### config.mk
export PLATFORM = sky130hd
export DESIGN_NAME = cvk_ctrl
export DESIGN_NICKNAME = d
export VERILOG_FILES = /design/src/rtl/cvk_pkg.sv /design/src/rtl/cvk_ctrl.sv
export SDC_FILE = /design/constraint.sdc
export NUM_CORES = 1
export LEC_CHECK = 0
export BUFFER_PORTS_ARGS = -buffer_cell sky130_fd_sc_hd__clkbuf_2
export CELL_PAD_IN_SITES_DETAIL_PLACEMENT = 1
export CELL_PAD_IN_SITES_GLOBAL_PLACEMENT = 1
export CORE_UTILIZATION = 45
export CTS_CLUSTER_DIAMETER = 100
export DETAILED_ROUTE_END_ITERATION = 10
export GPL_TIMING_DRIVEN = 0
export PLACE_DENSITY = 0.86
export SYNTH_ARGS = -nofsm -noshare
export SYNTH_HDL_FRONTEND = slang
export SYNTH_SLANG_ARGS = --single-unit
### constraint.sdc
create_clock -name clk -period 5.5 [get_ports clk]
set_input_delay 0.825 -clock clk [delete_from_list [all_inputs] [get_ports clk]]
set_output_delay 0.825 -clock clk [all_outputs]
set_load 0.01 [all_outputs]
### src/rtl/cvk_pkg.sv
// cvk_pkg: types, constants and arithmetic helpers for the six-axis Kalman unit.
// No dependencies.
package cvk_pkg;

  localparam int WordBits = 32;
  localparam int MeasCount = 6;
  localparam int OutCount = 12;
  localparam int FracBits = 16;

  typedef logic signed [WordBits-1:0] word_t;

  // Configuration register indexes
  typedef enum logic [1:0] {
    REG_STEP_TIME  = 2'd0,
    REG_ACCEL_STD  = 2'd1,
    REG_MEAS_NOISE = 2'd2
  } reg_idx_t;

  localparam logic [16:0] StepTimeReset = 17'd3277;
  localparam logic [19:0] AccelStdReset = 20'd6554;
  localparam logic [19:0] MeasNoiseReset = 20'd6554;

  // Which measurement field feeds each axis (axes x, pitch, y, roll, z, yaw);
  // axes past the sixth wrap around to the same pattern
  function automatic logic [2:0] meas_of_axis(input logic [3:0] a);
    logic [2:0] m;
    begin
      case (a)
        4'd0, 4'd6, 4'd12:  m = 3'd0;
        4'd1, 4'd7, 4'd13:  m = 3'd4;
        4'd2, 4'd8, 4'd14:  m = 3'd1;
        4'd3, 4'd9, 4'd15:  m = 3'd3;
        4'd4, 4'd10:        m = 3'd2;
        4'd5, 4'd11:        m = 3'd5;
        default: m = 3'd0;
      endcase
      return m;
    end
  endfunction

  // Saturate a 34-bit sum to 32-bit signed
  function automatic word_t sat34(input logic signed [33:0] v);
    word_t r;
    begin
      if (v > 34'sh0_7FFF_FFFF) r = 32'sh7FFF_FFFF;
      else if (v < -34'sh0_8000_0000) r = 32'sh8000_0000;
      else r = v[31:0];
      return r;
    end
  endfunction

  function automatic word_t add_sat(input word_t a, input word_t b);
    return sat34(34'(a) + 34'(b));
  endfunction

  function automatic word_t sub_sat(input word_t a, input word_t b);
    return sat34(34'(a) - 34'(b));
  endfunction

  // Datapath command: one micro-op per cycle, with OP_NONE while the sequencer waits
  typedef enum logic [2:0] {
    OP_NONE,
    OP_MUL,
    OP_DIV_START,
    OP_LOAD,
    OP_STORE
  } dp_op_t;

  typedef struct packed {
    dp_op_t     op;
    logic [3:0] step;
  } dp_cmd_t;

  typedef struct packed {
    logic mul_done;
    logic div_done;
  } dp_stat_t;

endpackage

### src/rtl/cvk_ctrl.sv
// cvk_ctrl: sequencer that walks the tick constants and each axis through the datapath.
// Depends on cvk_pkg.
module cvk_ctrl #(
  parameter int AXES = 6,
  parameter int AW = (AXES > 1) ? $clog2(AXES) : 1
) (
  input  logic              clk,
  input  logic              rst,
  input  logic              start,
  input  cvk_pkg::dp_stat_t stat,
  output cvk_pkg::dp_cmd_t  cmd,
  output logic [AW-1:0]     axis,
  output logic              busy,
  output logic              done
);
  import cvk_pkg::*;

  // Program: list of micro-ops; MUL waits in S_WAIT for the writeback, DIV_START in S_DIV for the quotient
  typedef enum logic [2:0] {
    S_IDLE,
    S_ISSUE,
    S_WAIT,
    S_DIV,
    S_DONE
  } state_t;

  state_t     state;
  logic [5:0] pc;

  // Micro-program: {op, step}
  function automatic dp_cmd_t prog(input logic [5:0] i);
    dp_cmd_t c;
    begin
      c.op = OP_NONE;
      c.step = 4'd0;
      case (i)
        // tick constants
        6'd0:  begin c.op = OP_MUL;   c.step = 4'd0;  end
        6'd1:  begin c.op = OP_MUL;   c.step = 4'd1;  end
        6'd2:  begin c.op = OP_MUL;   c.step = 4'd2;  end
        6'd3:  begin c.op = OP_MUL;   c.step = 4'd14; end
        6'd4:  begin c.op = OP_MUL;   c.step = 4'd14; end
        6'd5:  begin c.op = OP_STORE; c.step = 4'd0;  end
        6'd6:  begin c.op = OP_MUL;   c.step = 4'd3;  end
        6'd7:  begin c.op = OP_MUL;   c.step = 4'd14; end
        6'd8:  begin c.op = OP_MUL;   c.step = 4'd14; end
        6'd9:  begin c.op = OP_STORE; c.step = 4'd1;  end
        6'd10: begin c.op = OP_MUL;   c.step = 4'd4;  end
        6'd11: begin c.op = OP_MUL;   c.step = 4'd14; end
        6'd12: begin c.op = OP_MUL;   c.step = 4'd14; end
        6'd13: begin c.op = OP_STORE; c.step = 4'd2;  end
        // per-axis program starts here
        6'd14: begin c.op = OP_LOAD;  c.step = 4'd0;  end
        6'd15: begin c.op = OP_MUL;   c.step = 4'd7;  end  // pp += Ts*pv
        6'd16: begin c.op = OP_MUL;   c.step = 4'd6;  end  // t = pv + Ts*vv
        6'd17: begin c.op = OP_MUL;   c.step = 4'd5;  end  // p += Ts*v
        6'd18: begin c.op = OP_MUL;   c.step = 4'd8;  end  // pp += Ts*t
        6'd19: begin c.op = OP_STORE; c.step = 4'd3;  end
        6'd20: begin c.op = OP_STORE; c.step = 4'd4;  end
        6'd21: begin c.op = OP_DIV_START; c.step = 4'd0; end
        6'd22: begin c.op = OP_DIV_START; c.step = 4'd1; end
        6'd23: begin c.op = OP_MUL;   c.step = 4'd9;  end
        6'd24: begin c.op = OP_MUL;   c.step = 4'd10; end
        6'd25: begin c.op = OP_MUL;   c.step = 4'd13; end  // vv uses pv before update
        6'd26: begin c.op = OP_MUL;   c.step = 4'd11; end
        6'd27: begin c.op = OP_MUL;   c.step = 4'd12; end
        6'd28: begin c.op = OP_STORE; c.step = 4'd5;  end
        6'd29: begin c.op = OP_STORE; c.step = 4'd6;  end
        default: ;
      endcase
      return c;
    end
  endfunction

  localparam logic [5:0] AxisStart = 6'd14;
  localparam logic [5:0] AxisEnd = 6'd29;

  dp_cmd_t cur;
  assign cur = prog(pc);

  always_comb begin
    cmd = '0;
    if (state == S_ISSUE) cmd = cur;
    else if (state == S_WAIT) begin
      cmd.op = OP_NONE;
      cmd.step = cur.step;
    end
  end

  assign busy = (state != S_IDLE);

  // Sequencer
  always_ff @(posedge clk) begin
    if (rst) begin
      state <= S_IDLE;
      pc    <= '0;
      axis  <= '0;
      done  <= 1'b0;
    end else begin
      done <= 1'b0;
      case (state)
        S_IDLE: begin
          if (start) begin
            pc    <= '0;
            axis  <= '0;
            state <= S_ISSUE;
          end
        end
        S_ISSUE: begin
          if (cur.op == OP_MUL) state <= S_WAIT;
          else if (cur.op == OP_DIV_START) state <= S_DIV;
          else if (pc == AxisEnd) begin
            if (32'(axis) == AXES - 1) state <= S_DONE;
            else begin
              axis <= axis + 1'b1;
              pc <= AxisStart;
            end
          end else pc <= pc + 1'b1;
        end
        S_WAIT: begin
          if (stat.mul_done) begin
            pc <= pc + 1'b1;
            state <= S_ISSUE;
          end
        end
        S_DIV: begin
          if (stat.div_done) begin
            pc <= pc + 1'b1;
            state <= S_ISSUE;
          end
        end
        S_DONE: begin
          done  <= 1'b1;
          state <= S_IDLE;
        end
        default: state <= S_IDLE;
      endcase
    end
  end

endmodule

# Word level (Yosys, flattened, before mapping)
# Index checks and enable logic that the tools add are counted.
# totals
reg_bits	13
wordCells	87
inputBits	5
output_inout_bits	12
# op_classes
muxes	26
reduce_logical	9
n_addsub	2
eq_ne	46
# op_table
cell	n
case mux 7 bit (25 select lines)	1
== test 6 x 5 -> 1 bit (second input constant)	14
== test 6 x 4 -> 1 bit (second input constant)	8
2-to-1 mux 6 bit	7
2-to-1 mux 3 bit	12
== test 6 x 3 -> 1 bit (second input constant)	4
case mux 6 bit (4 select lines)	1
== test 6 x 2 -> 1 bit (second input constant)	2
!= test 2 bit (second input constant)	6
case mux 3 bit (4 select lines)	1
== test 3 x 2 -> 1 bit (second input constant)	3
!= test 4 x 1 -> 1 bit (second input constant)	2
2-to-1 mux 7 bit	1
AND reduction 7 bit	1
adder 6 x 1 -> 6 bit (second input constant)	1
== test 3 x 1 -> 1 bit (second input constant)	2
== test 3 bit (second input constant)	2
== test 6 x 1 -> 1 bit (second input constant)	1
logical NOT 6 bit	1
case mux 3 bit (2 select lines)	1
AND reduction 6 bit	1
OR reduction 6 bit	1
AND reduction 5 bit	1
2-to-1 mux 4 bit	1
8 further kinds	8

# Depth between registers and ports, before layout
# Gate-level depths: netlist (run 1).
# depth
word_depth	7
depth_mapped	11
ltp_nobuf	9

# Worst setup path after synthesis (run 1)
# OpenSTA, ideal clock, no wires.
# synth_timing
path_type	reg-to-output
start	register pc[0]
end	output port cmd[1] in the netlist's numbering
path_slack_ps	2821
t_required_ps	4675
path_stages_with_launch	11
arrival_ps	1854
path_cell_list	dfxtp_1 > inv_1 > ha_1 > buf_4 > nor4_1 > or4b_1 > nand3_1 > nor2_1 > nand3_1 > nand2_1 > a31oi_1
# synth_lines
element	line_no	source
start: declaration	cvk_ctrl.sv:28	logic [5:0] pc;
start signal: assignment	cvk_ctrl.sv:116	pc <= AxisStart;
start signal: assignment	cvk_ctrl.sv:118	end else pc <= pc + 1'b1;
start signal: assignment	cvk_ctrl.sv:122	pc <= pc + 1'b1;
end: declaration	cvk_ctrl.sv:11	output cvk_pkg::dp_cmd_t cmd,

==> results of run 1 <==
area by class of cell:
class | instances | area, sq um
timing repair buffer | 15 | 75.07
multi-input combinational | 136 | 937.1
tap | 31 | 38.79
clock buffer | 4 | 26.28
buffer | 13 | 71.32
sequential | 13 | 260.3
fill | 352 | 1311
inverter | 10 | 37.54
metrics by stage:
stage | hold WS, ps | area [sq um] | worst slack (ps) | instances | total power, uW
floorplan | 526.3 | 1306 | 2821 | 172 | 202.4
global placement | 511.2 | 1420 | 2532 | 218 | 229.8
detailed placement | 529.7 | 1420 | 2398 | 218 | 235.3
CTS | 545.4 | 1446 | 2079 | 222 | 296.3
global route | 561.7 | 1446 | 1853 | 222 | 315.3
finish | 533.8 | 1446 | 2048 | 222 | 296.6
Yosys cell counts, types with 2 or more instances:
cell type,count
nor2b_1,2
nand4b_1,3
or2_2,2
o21a_1,2
a21boi_0,3
and2b_1,2
ha_1,6
nor3b_1,2
nor3_1,7
mux2i_1,2
buf_2,3
and3_1,2
clkbuf_1,6
o211ai_1,2
nor4_1,2
nor2_1,22
o21ai_0,8
or3_1,4
o221ai_1,2
a21oi_1,10
dfxtp_1,13
nand3b_1,2
a31o_2,2
nand2_1,8
a31oi_1,5
buf_4,3
inv_1,10
nand3_1,5
tightest hold or removal path: cells and delay by family, from the launching register on:
kind           cells  cell delay, ps
AO/OA/AOI/OAI      2             140
flip-flops         1             350
cell usage in the layout (no fill, tap or decap), types with 4 or more instances in the layout:
master and instances:
clkbuf_1 7, a21oi_1 10, dfxtp_1 13, nor2_1 22, inv_1 10, ha_1 6, clkbuf_2 15, nand2_1 8
a31oi_1 5, o21ai_0 8, nand3_1 5, nor3_1 7, or3_1 4
routing by layer:
layer  GRT usage [%]  vias up  routed length, um
met5               0        -                  0
met4           15.68        0                131
met3           2.558       14                126
met2           44.75       48               1958
met1           33.04      721               1766
li1                -      680                  -
power breakdown:
part / internal [uW] / total (uW) / switching, uW
Sequential: 98.7 / 106 / 7.50
Combinational: 52.2 / 129 / 77.2
Clock: 28.2 / 61.0 / 32.7
how the worst min path moves through the flow:
stage / start / end / slack [ps] / cells after the start
floorplan: axis[2]$_SDFFE_PP0P_ / axis[2]$_SDFFE_PP0P_ / 530 / 2
finish: axis[2]$_SDFFE_PP0P_ / axis[2]$_SDFFE_PP0P_ / 530 / 2
global placement: axis[2]$_SDFFE_PP0P_ / axis[2]$_SDFFE_PP0P_ / 510 / 2
detailed placement: axis[2]$_SDFFE_PP0P_ / axis[2]$_SDFFE_PP0P_ / 530 / 2
global route: axis[2]$_SDFFE_PP0P_ / axis[2]$_SDFFE_PP0P_ / 560 / 2
CTS: axis[2]$_SDFFE_PP0P_ / axis[2]$_SDFFE_PP0P_ / 550 / 2
cell families (layout without fill, tap and decap cells):
kind of cell / after synthesis / count (layout)
flip-flops: 13 / 13
AO/OA/AOI/OAI: 53 / 53
buffers and inverters: 23 / 42
AND/OR/NAND/NOR: 73 / 73
multiplexers: 3 / 3
XOR/XNOR: 1 / 1
adder cells (fa/ha/maj): 6 / 6
state kept, by name (all words and copies together) (netlist names):
| name | cells |
|---|---|
| done | 1 |
| state | 3 |
| axis | 3 |
| pc | 6 |
==> impl_metrics.yaml, run 1 <==
clocking:
  insertion_delay_ps: 290
  cts_sinks: 13
  post-cts-setup-buffers: 0
  cts_hold_buf: 0
  cts_tree: "yes"
  cts_root_buf: "clkbuf_4"
  cts_resized: 0
  h-tree-depth: 1
  clockBufferDepth: 2
  path_clk_slew_ps: 80
  cts_buffers: 3
synthesis:
  synth_area_sq_um: 1306
  avgSynthCellArea_sq_um: 7.594
  synth_area_leader_cell: "dfxtp_1"
  muxShareOfSynthArea_pct: 2.682
  yosys_most_used_dff: "dfxtp_1"
  yosys-top-cells-area: "dfxtp_1, nor2_1, ha_1"
  ys_ff_latch: 13
  yosysWarnings: 0
  yosysUniqueCellTypes: 60
  synth_top_area_share_pct: 19.92
  synth_edf_count: 0
  synth-async-reset-ratio_pct: 0
  synth_compound_area_share_pct: 30.75
  yosys.area_share.adder_pct: 5.747
  synth_nets: 183
  synth_seq_area_share_pct: 19.92
  synth_top_family_by_area: "simple AND/OR/NAND/NOR gates"
  syn_inst: 172
  synth_xor_area_share_pct: 0.6705
  synth-simple-area-share_pct: 31.90
timing:
  clock_skew_ps: 3.176
  setup_viol: 0
  slew_headroom_pct: 67.82
  setup_tns_ps: 0
  worstMarginPinSlew_ps: 482.7
  final.period_utilization_pct: 62.76
  min_period_ps: 3452
  fmax_ghz: 0.2897
  hold_viol: 0
  drv_slew: 0
  rsz0062_at_grt: "false"
route:
  postRouteWirelength_um: 3984
  avgViaCountPerCell: 6.590
  drtPass1Iterations: 4
  drc: 0
  drt_iter0_markers: 51
  vias: 1463
  final_antenna_net_count: 0
  wl_per_cell_um: 17.95
worst_setup_path:
  crit_chain: "ha_1 > clkbuf_1 > nand4b_1 > a31o_2 > nand3_1 > nor2_1 > nand3_1 > nand2_1 > a31oi_1 > clkbuf_2"
  cp_num_buf_inv: 2
  cp.required_ps: 4680
  rr_worst_depth: 9
  crit_family: "simple AND/OR/NAND/NOR gates"
  crit_arrival_ps: 2630
  crit_path_max_fanout: 10
  slowest_delay_ps: 410
  critPathLaunchType: "flop"
  crit_end: "cmd[3]"
  rr_endpoint: "pc[3]$_SDFFE_PP0P_"
  slowest_stage: "clkbuf_1"
  crit_start: "pc[1]$_SDFFE_PP0P_"
  r2r-start: "pc[1]$_SDFFE_PP0P_"
  crit_type: "flop to output port"
  crit_cells: 10
  endpoint_kind: "output port"
  crit_top_cell: "nand3_1"
  r2r_slack_ps: 2710
floorplanning:
  dieArea_sq_um: 3122
  chipHeight_um: 55.88
  num_rows: 19
  io_pins: 17
  fp.dieW_um: 55.88
  core_sq_um: 2758
  start_util_pct: 47.37
global_routing:
  grt-ovfl-total: 0
  grt_first_pass_wirelength_um: 6686
  grt_max_degree: 11
  antenna_found_initial: 0
  grt_pass1_vias: 1457
  grt_usage_pct: 26.61
layout:
  syn_to_final_growth_pct: 10.73
  drive_gt1_share_pct: 19.90
  fin_nets: 203
  diodes: 0
  fin_util_pct: 52.45
placed_design:
  gp_congestion: 0.8771
  io_buffers: 15
  hpwlAfterDp_um: 3097
power:
  ir_worst_vdd_mv: 0.1517
  powerDensity_nw_per_um2: 205.1
  p_leak_uw: 0.0005582
run:
  maxCapViolations: 0
worst_hold_path:
  hold_path.class: "flop to flop"
run_status:
  status: "finished clean"
No activity file was read; power rests on OpenSTA's default activity.
==> run 2: changes to the inputs <==
--- a/config.mk
+++ b/config.mk
@@ -8,11 +8,11 @@
 export BUFFER_PORTS_ARGS = -buffer_cell sky130_fd_sc_hd__clkbuf_2
 export CELL_PAD_IN_SITES_DETAIL_PLACEMENT = 1
 export CELL_PAD_IN_SITES_GLOBAL_PLACEMENT = 1
-export CORE_UTILIZATION = 45
+export CORE_UTILIZATION = 38
 export CTS_CLUSTER_DIAMETER = 100
 export DETAILED_ROUTE_END_ITERATION = 10
 export GPL_TIMING_DRIVEN = 0
-export PLACE_DENSITY = 0.86
+export PLACE_DENSITY = 0.77
 export SYNTH_ARGS = -nofsm -noshare
 export SYNTH_HDL_FRONTEND = slang
 export SYNTH_SLANG_ARGS = --single-unit
==> constraint.sdc (replaced) <==
create_clock -name clk -period 3.15 [get_ports clk]
set_input_delay 0.4725 -clock clk [delete_from_list [all_inputs] [get_ports clk]]
set_output_delay 0.4725 -clock clk [all_outputs]
set_load 0.01 [all_outputs]
==> run 2 against run 1 <==
Global-route usage down 2.5 points. Critical path depth is 1 higher. Power up 75%. Clock power up 75%. Sequential power rose by 75%. Cell area is 1.4% higher. Wire length shrank 1.8%. Hold slack worse by 2.9 ps. Flip-flop and latch count unchanged. Critical path type unchanged.
==> impl_metrics.yaml, run 2 (synthesis gave the netlist of run 1 again) <==
layout:
  diodes: 0
  top_register: "pc"
  fin_util_pct: 46.51
  syn_to_final_growth_pct: 12.26
  layout_common_cells: "nor2_1, clkbuf_2, dfxtp_1, inv_1, a21oi_1"
  drive_gt1_share_pct: 20.94
  fin_nets: 203
  layout_commonest_cell: "nor2_1"
  reg_top3: "pc x6, axis x3, state x3"
  largest_register_ff_count: 6
clocking:
  cts_sinks: 13
  cts_hold_buf: 0
  h-tree-depth: 1
  clockBufferDepth: 2
  insertion_delay_ps: 280
  cts_buffers: 3
  cts_root_buf: "clkbuf_4"
  path_clk_slew_ps: 80
  cts_tree: "yes"
worst_setup_path:
  r2r_slack_ps: 430
  slowest_delay_ps: 500
  crit_type: "flop to output port"
  critPathLaunchType: "flop"
  crit_top_cell: "nand3_1"
  cp.required_ps: 2680
  crit_arrival_ps: 2500
  crit_chain: "inv_1 > ha_1 > buf_4 > nor4_1 > or4b_1 > nand3_1 > nor2_2 > nand3_1 > nand2_1 > a31oi_1 > clkbuf_2"
  endpoint_kind: "output port"
  slowest_stage: "or4b_1"
  crit_path_max_fanout: 9
global_routing:
  grt-ovfl-total: 0
  grt_first_pass_wirelength_um: 6665
  grt_pass1_vias: 1380
  antenna_found_initial: 0
  grt_usage_pct: 24.09
  grt_max_degree: 11
route:
  avgViaCountPerCell: 6.030
  drc: 0
  drt_iter0_markers: 87
  postRouteWirelength_um: 3914
  vias: 1417
  final_antenna_net_count: 0
  drtPass1Iterations: 4
  wl_per_cell_um: 16.66
timing:
  setup_tns_ps: 0
  hold_viol: 0
  worstMarginPinSlew_ps: 508.7
  drv_slew: 0
  min_period_ps: 2977
  rsz0062_at_grt: "false"
  setup_viol: 0
  hold-worst-slack_ps: 530.9
  fmax_ghz: 0.3359
  clock_skew_ps: 3.114
  slew_headroom_pct: 66.03
  final.period_utilization_pct: 94.52
floorplanning:
  start_util_pct: 41.43
  num_rows: 20
  dieArea_sq_um: 3676
  fp.dieW_um: 60.63
  io_pins: 17
  chipHeight_um: 60.63
  core_sq_um: 3153
power:
  seq_power_share_pct: 35.9
  total_power_uw: 518.4
  combPwrFrac_pct: 43.6
  p_int_uw: 313.0
  powerDensity_nw_per_um2: 353.5
  p_sw_uw: 205.4
  ir_worst_vdd_mv: 0.2198
  switching_share_pct: 39.62
  power.share.clock_pct: 20.6
  p_leak_uw: 0.0005613
run_status:
  status: "finished clean"
run:
  maxCapViolations: 0
placed_design:
  io_buffers: 15
  hpwlAfterDp_um: 3024
  gp_congestion: 0.8998
worst_hold_path:
  hold_path.class: "flop to flop"
==> run 2: worst max-delay path, delay by kind of cell (launching register included) <==
family	cells	cell delay [ps]
AND/OR/NAND/NOR	6	1060
buffers and inverters	3	460
flip-flops	1	360
AO/OA/AOI/OAI	1	180
adder cells (fa/ha/maj)	1	170
==> run 2: power groups by stage <==
stage               logic, uW  registers [uW]  clock network [uW]
finish                    226             186                 107
global route              248             188                 115
CTS                       224             186                 112
detailed placement        221             190                   0
global placement          214             188                   0
floorplan                 168             186                   0
==> run 2: cell type report <==
type | instances | area [sq um]
plain buffers | 13 | 72.57
clock buffers | 4 | 26.28
fillers | 421 | 1687
inverters | 10 | 37.54
multi-input cells | 136 | 939.7
flip-flops and latches | 13 | 260.3
well taps | 44 | 55.05
repair buffers | 15 | 75.07
==> run 2: timing repair <==
item | in CTS | in global routing
buffers inserted | 0 | 0
setup endpoints to repair | 0 | 4
gates resized for setup | 0 | 3
==> run 2: through the flow <==
stage               setup WS, ps  area, sq um  instances
CTS                        47.38         1463        235
global placement           477.2         1436        231
finish                     172.6         1466        235
global route               5.722         1466        235
detailed placement         365.1         1436        231
floorplan                  796.4         1306        172
==> run 2: worst paths after layout <==
path | startpoint | endpoint | cells after the start
worst max-delay path | pc[0]$_SDFFE_PP0P_ | cmd[3] | 11
worst min-delay path | axis[2]$_SDFFE_PP0P_ | axis[2]$_SDFFE_PP0P_ | 2
worst max register to register | pc[0]$_SDFFE_PP0P_ | pc[0]$_SDFFE_PP0P_ | 10
worst min register to register | axis[2]$_SDFFE_PP0P_ | axis[2]$_SDFFE_PP0P_ | 2
==> run 2: metal layers <==
metal,vias to the layer above,part of all wire [%],GRT usage (%),wire [um]
met5,-,0,0,0
met4,0,3.4,13.31,132
met3,13,2.8,2.559,110
met2,33,49,40.19,1914
met1,689,45,30.36,1756
li1,682,-,-,-
